**config.mk**
```make
export PLATFORM = sky130hd
export DESIGN_NAME = sbf_ctrl
export DESIGN_NICKNAME = d
export VERILOG_FILES = /design/src/design/sbf_pkg.sv /design/src/design/sbf_ctrl.sv
export SDC_FILE = /design/constraint.sdc
export NUM_CORES = 1
export LEC_CHECK = 0
export BUFFER_PORTS_ARGS = -buffer_cell sky130_fd_sc_hd__buf_2
export CORE_AREA = 5 5 42 44
export DETAILED_ROUTE_END_ITERATION = 16
export DIE_AREA = 0 0 47 49
export GPL_TIMING_DRIVEN = 0
export REMOVE_ABC_BUFFERS = 1
export SYNTH_ARGS = -nofsm -noshare
export SYNTH_HDL_FRONTEND = slang
export SYNTH_SLANG_ARGS = --single-unit
```
**constraint.sdc**
```tcl
create_clock -name i_clk -period 1.5 [get_ports i_clk]
set_input_delay 0.3 -clock i_clk [delete_from_list [all_inputs] [get_ports i_clk]]
set_output_delay 0.3 -clock i_clk [all_outputs]
set_load 0.02 [all_outputs]
```
**src/design/sbf_pkg.sv**
```systemverilog
// ----------------------------------------------------------------------------
// sbf_pkg
// Shared types and constants for the secure byte FIFO with rollback.
// ----------------------------------------------------------------------------
package sbf_pkg;

    localparam int SBF_DEPTH = 1024;
    localparam int SBF_AW    = $clog2(SBF_DEPTH);
    localparam int SBF_CW    = $clog2(SBF_DEPTH + 1);
    localparam int SBF_FW    = 11;
    localparam int SBF_BW    = 8;
    localparam int SBF_XW    = (SBF_CW > SBF_FW) ? SBF_CW : SBF_FW;

    typedef enum logic [1:0] {
        FN_PUSH    = 2'd0,
        FN_POP     = 2'd1,
        FN_UNWRITE = 2'd2,
        FN_DISCARD = 2'd3
    } t_func;

    typedef enum logic [1:0] {
        ST_IDLE,
        ST_POP,
        ST_WIPE
    } t_state;

    typedef struct packed {
        t_func              func;
        logic [SBF_BW-1:0]  data_in;
        logic [SBF_FW-1:0]  rollback_count;
    } t_sbf_in;

    typedef struct packed {
        logic [SBF_BW-1:0]  data_out;
        logic               done_res;
        logic [SBF_FW-1:0]  fill_level;
    } t_sbf_out;

    typedef struct packed {
        logic push;
        logic pop;
        logic unwrite;
        logic discard;
        logic wipe_step;
        logic load_res;
        logic res_done;
        logic res_pop;
    } t_dp_cmd;

    typedef struct packed {
        logic cap_zero;
        logic full;
        logic empty;
        logic rb_ok;
        logic rb_zero;
        logic wipe_last;
    } t_dp_status;

endpackage

```
**src/design/sbf_ctrl.sv**
```systemverilog
// ----------------------------------------------------------------------------
// sbf_ctrl
// Controller: sequences operations, wipe sweeps and the result beat.
// ----------------------------------------------------------------------------
module sbf_ctrl (
    input  logic                    i_clk,
    input  logic                    i_rst_n,
    input  logic                    i_in_valid,
    output logic                    o_in_ready,
    input  sbf_pkg::t_func          i_func,
    output logic                    o_out_valid,
    input  logic                    i_out_ready,
    input  logic                    i_cfg_we,
    input  sbf_pkg::t_dp_status     i_status,
    output sbf_pkg::t_dp_cmd        o_cmd
);
    import sbf_pkg::*;

    t_state r_state, n_state;
    logic   r_out_valid, n_out_valid;
    logic   accept;

    assign o_in_ready  = (r_state == ST_IDLE) && (!r_out_valid || i_out_ready);
    assign accept      = i_in_valid && o_in_ready;
    assign o_out_valid = r_out_valid;

    always_ff @(posedge i_clk) begin
        if (!i_rst_n) begin
            r_state     <= ST_WIPE;
            r_out_valid <= 1'b0;
        end else begin
            r_state     <= n_state;
            r_out_valid <= n_out_valid;
        end
    end

    always_comb begin
        n_state = r_state;
        o_cmd   = '0;
        case (r_state)
            ST_IDLE: begin
                if (accept) begin
                    o_cmd.load_res = 1'b1;
                    if (!i_status.cap_zero) begin
                        case (i_func)
                            FN_PUSH: begin
                                if (!i_status.full) begin
                                    o_cmd.push     = 1'b1;
                                    o_cmd.res_done = 1'b1;
                                end
                            end
                            FN_POP: begin
                                if (!i_status.empty) begin
                                    o_cmd.pop      = 1'b1;
                                    o_cmd.load_res = 1'b0;
                                    n_state        = ST_POP;
                                end
                            end
                            FN_UNWRITE: begin
                                if (i_status.rb_ok) begin
                                    o_cmd.res_done = 1'b1;
                                    if (!i_status.rb_zero) begin
                                        o_cmd.unwrite = 1'b1;
                                        n_state       = ST_WIPE;
                                    end
                                end
                            end
                            FN_DISCARD: begin
                                o_cmd.discard  = 1'b1;
                                o_cmd.res_done = 1'b1;
                                n_state        = ST_WIPE;
                            end
                            default: begin
                                o_cmd.res_done = 1'b0;
                            end
                        endcase
                    end
                end
            end
            ST_POP: begin
                o_cmd.load_res = 1'b1;
                o_cmd.res_done = 1'b1;
                o_cmd.res_pop  = 1'b1;
                n_state        = ST_IDLE;
            end
            ST_WIPE: begin
                o_cmd.wipe_step = 1'b1;
                if (i_status.wipe_last) begin
                    n_state = ST_IDLE;
                end
            end
            default: begin
                n_state = ST_WIPE;
            end
        endcase
        if (i_cfg_we) begin
            n_state = ST_WIPE;
        end
        n_out_valid = (r_out_valid && !i_out_ready) || o_cmd.load_res;
    end

    a_one_op: assert property (@(posedge i_clk) disable iff (!i_rst_n)
        $onehot0({o_cmd.push, o_cmd.pop, o_cmd.unwrite, o_cmd.discard, o_cmd.wipe_step}))
        else $error("more than one datapath operation");

    a_push_room: assert property (@(posedge i_clk) disable iff (!i_rst_n)
        o_cmd.push |-> (!i_status.full && !i_status.cap_zero))
        else $error("push issued on full or disabled ring");

    a_pop_seq: assert property (@(posedge i_clk) disable iff (!i_rst_n)
        (accept && i_func == FN_POP && !i_status.cap_zero && !i_status.empty && !i_cfg_we)
        |=> (r_state == ST_POP))
        else $error("valid pop did not enter read stage");

    a_pop_beat: assert property (@(posedge i_clk) disable iff (!i_rst_n)
        (r_state == ST_POP) |=> r_out_valid)
        else $error("pop result beat not posted");

    a_no_accept_busy: assert property (@(posedge i_clk) disable iff (!i_rst_n)
        (r_state != ST_IDLE) |-> !accept)
        else $error("item accepted while busy");

endmodule
```
# Word level (Yosys, flattened, before mapping)
# Cells that the tools add are included.
# totals
wordCells,54
inputBits,13
output_inout_bits,10
regBits,3
# classes
n_reduce_logical,11
n_eq_ne,12
n_bitwise,1
mux,28
# ops
op,n
2-bit 2-to-1 mux,8
1-bit 2-to-1 mux,13
4-bit 2-to-1 mux,3
2-bit one-hot mux with 3 select lines,2
"3-bit inequality test, second input constant",3
7-bit AND reduction,1
"2-bit == test, second input constant",3
"2-bit inequality test, second input constant",3
"2-bit by 1-bit == test with 1-bit output, second input constant",2
2-bit zero test,2
"4-bit by 1-bit inequality test with 1-bit output, second input constant",1
2-bit one-hot mux with 2 select lines,1
1-bit logical AND,3
1-bit one-hot mux with 3 select lines,1
1-bit zero test,2
1-bit logical OR,2
2-bit OR reduction,1
1-bit inverter,1

# Longest topological paths before layout
# depth
depth_word,7
mapped_depth,6

# Least setup slack after synthesis
# OpenSTA, ideal clock, no wires.
# synth_path
kind,reg-to-output
start,register r_state[0]
end,output o_cmd[6] (netlist name)
path_buffers,0
path_stages_with_launch,5
t_arrival_ns,1.527
slack_ns,-0.327
path_cell_list,dfxtp_1 -> inv_1 -> ha_1 -> nand3_1 -> nor4b_1
# synth_lines
item,line_no,source
from (decl),sbf_ctrl.sv:19,"t_state r_state, n_state;"
from (signal assigned),sbf_ctrl.sv:32,r_state <= n_state;
to (decl),sbf_ctrl.sv:15,output sbf_pkg::t_dp_cmd o_cmd

==> impl_metrics.py <==
metrics = {
    "critical_path": {
        "worstPathRequired_ns": 1.20,
        "crit_arrival_ns": 1.29,
        "end_kind": "output pin",
        "crit_chain": "inv_2 -> ha_4 -> buf_4 -> a41o_1 -> buf_6",
        "crit_path_start_kind": "flip-flop",
        "path_class": "flip-flop to output pin",
        "slowest_delay_ns": 0.33,
        "timing.critical_path.slowest_stage_cell": "dfxtp_2",
        "path_max_fanout": 6,
    },
    "finish": {
        "fin_util_pct": 52.59,
        "nFillCells": 141,
        "final_cell_area_um2": 737.0,
        "nets": 105,
        "antenna-diode-count": 0,
        "final_layout_size_suffix_gt1_share_pct": 60.24,
        "final_common_cell": "buf_2",
        "syn_to_final_growth_pct": 87.58,
        "mostFrequentLayoutCells": "buf_2 (16), buf_4 (9), buf_6 (5), nand2b_1 (4), ha_1 (4)",
    },
    "timing": {
        "tns_ns": -0.3918,
        "hold_viol_final": 0,
        "period_needed_ns": 1.585,
        "relSlewSlack_pct": 85.36,
        "rsz0062_at_grt": "yes",
        "setup_viol": 7,
        "finalMaxSlewViolations": 0,
        "whs_ns": 0.2946,
        "worstMarginPinSlew_ns": 0.2190,
        "fin_skew_ns": 0.0009495,
        "finalCritPeriodShare_pct": 105.7,
        "fmax_ghz": 0.6309,
        "worst_slack_ns": -0.08501,
    },
    "power_and_ir_drop": {
        "p_total_mw": 0.3499,
        "p_leak_nw": 0.3522,
        "vdd_drop_max_mv": 0.3810,
        "power_density_nw_per_um2": 474.8,
    },
    "global_routing": {
        "antenna_found_initial": 0,
        "grt_pass1_vias": 453,
        "grt.total_usage_pct": 10.05,
        "grt_pass1_wl_um": 1752,
        "grt-ovfl-total": 0,
        "grt_max_degree": 7,
    },
    "floorplan": {
        "die_w_um": 47,
        "start_util_pct": 28.04,
        "design.core.area_um2": 1401,
        "core.rowCount": 14,
        "die_h_um": 49,
        "io_pins": 23,
        "dieArea_um2": 2303,
    },
    "clock_network": {
        "cts.sinks": 3,
        "cts-root-buf": "clkbuf_4",
        "clk_pin_slew_ns": 0.03,
        "cts-htree-levels": 1,
        "insertion_delay_ns": 0.23,
        "cts_tree": "yes",
        "clock_path_buffers": 2,
        "cts_buffers": 3,
    },
    "drt": {
        "firstDrtPassIters": 4,
        "drtIter0Drc": 5,
        "drc": 0,
        "routed_wl_um": 1135,
        "vias": 466,
        "wl_per_cell_um": 11.46,
        "drtAntennaViolNets": 0,
        "via_per_inst": 4.707,
    },
    "yosys": {
        "yosysTopAreaCell": "ha_1",
        "muxShareOfSynthArea_pct": 0,
        "syn-cell-area_um2": 392.9,
        "synth_top_family_by_area": "simple AND/OR/NAND/NOR gates",
        "synth_compound_area_share_pct": 17.20,
        "synth.area.top_cells": "ha_1 (25%), dfxtp_1 (15%), nand2b_1 (6.4%)",
        "syn_inst": 49,
        "synth_xor_area_share_pct": 0,
        "ys_ff_latch": 3,
        "synthAdderAreaFrac_pct": 25.48,
        "synth_top_area_share_pct": 25.48,
        "synth.avg_cell_area_um2": 8.018,
        "synth_cell_types": 24,
        "ys_warn_count": 0,
        "yosys.area_share.simple_pct": 37.26,
        "synth-seq-area-share_pct": 15.29,
    },
    "min_path": {
        "hold_path_class": "input port to flip-flop",
    },
    "placed_design": {
        "gp_congestion": 0.7615,
        "dpl_cell_area_um2": 523.0,
        "hpwl_um": 841.6,
        "placement.io_buffers": 22,
    },
    "flow_run": {
        "max_cap_violations": 0,
    },
    "outcome": {
        "violations": "setup timing",
        "status": "complete, but fails checks",
    },
}
[cells by family (layout without fill, tap and decap cells)]
group | count (synthesis) | in the layout
and+or+nand+nor | 23 | 23
AOI/OAI and AO/OA | 10 | 10
adders and majority gates | 8 | 8
DFF | 3 | 3
buffers and inverters | 5 | 39
[cell usage after synthesis (all sizes together)]
cell	instances
o21ai	3
and2	2
nand3	2
o21a	1
or4	1
nor2	1
inv	5
nor3b	2
nand2b	5
a41o	1
nor2b	3
o21bai	1
nand3b	1
a21oi	2
and3	1
nand2	2
o31a	1
dfxtp	3
ha	8
nor4b	1
nor3	2
o2bb2ai	1
[where the power goes]
group / switching [mW] / internal (mW) / total, mW
clock: 0.0361 / 0.0992 / 0.135
combinational: 0.0638 / 0.0653 / 0.129
sequential: 0.00195 / 0.0836 / 0.0855
total: 0.102 / 0.248 / 0.350
[final timing paths]
check / endpoint / slack, ns / cells after the start / from
worst max register to register: r_state[1]$_SDFFE_PP1P_ / -0.05 / 6 / r_state[0]$_SDFFE_PP0P_
worst min register to register: r_state[1]$_SDFFE_PP1P_ / 0.62 / 3 / r_state[1]$_SDFFE_PP1P_
worst min-delay path: o_out_valid$_SDFF_PN0_ / 0.29 / 2 / i_rst_n
worst max-delay path: o_cmd[1] / -0.09 / 5 / r_state[0]$_SDFFE_PP0P_
[flip-flops by register name (all words and copies together) (netlist names)]
name,cells
r_state,2
o_out_valid,1
[timing repair]
item                       CTS  global route
setup buffers                3             5
gates resized for setup     21            12
hold buffers                 0             0
setup endpoints to repair    8             8
pin swaps                    7             6
[metrics by stage]
step	instances	setup WS, ns
finish	99	-0.08501
floorplan	49	-0.3265
detailed placement	87	-0.2955
CTS	94	-0.09724
global placement	87	-0.2613
global route	99	-0.1930
[routing by layer]
layer / vias to the layer above / part of all wire [%] / track usage [%] / routed length [um]
li1: 240 / - / - / -
met1: 211 / 41 / 12.23 / 461
met2: 15 / 52 / 15.16 / 594
met3: 0 / 6.9 / 1.107 / 78
met4: 0 / 0 / 7.834 / 0
met5: - / 0 / 0 / 0
[final cells by class]
cell class	count	area, um^2	area share (%)
flip-flops and latches	3	62.56	8.489
repair buffers	30	203.9	27.67
well taps	16	20.02	2.716
clock buffers	4	26.28	3.565
inverters	5	18.77	2.547
multi-input cells	41	405.4	55.01
[critical path: cells and delay by family (launching register included)]
family	cells	cell delay [ns]
fa+ha+maj	1	0.16
compound gates	1	0.24
buf+inv	3	0.33
flops	1	0.33
Power figures use the tool's default switching activity.
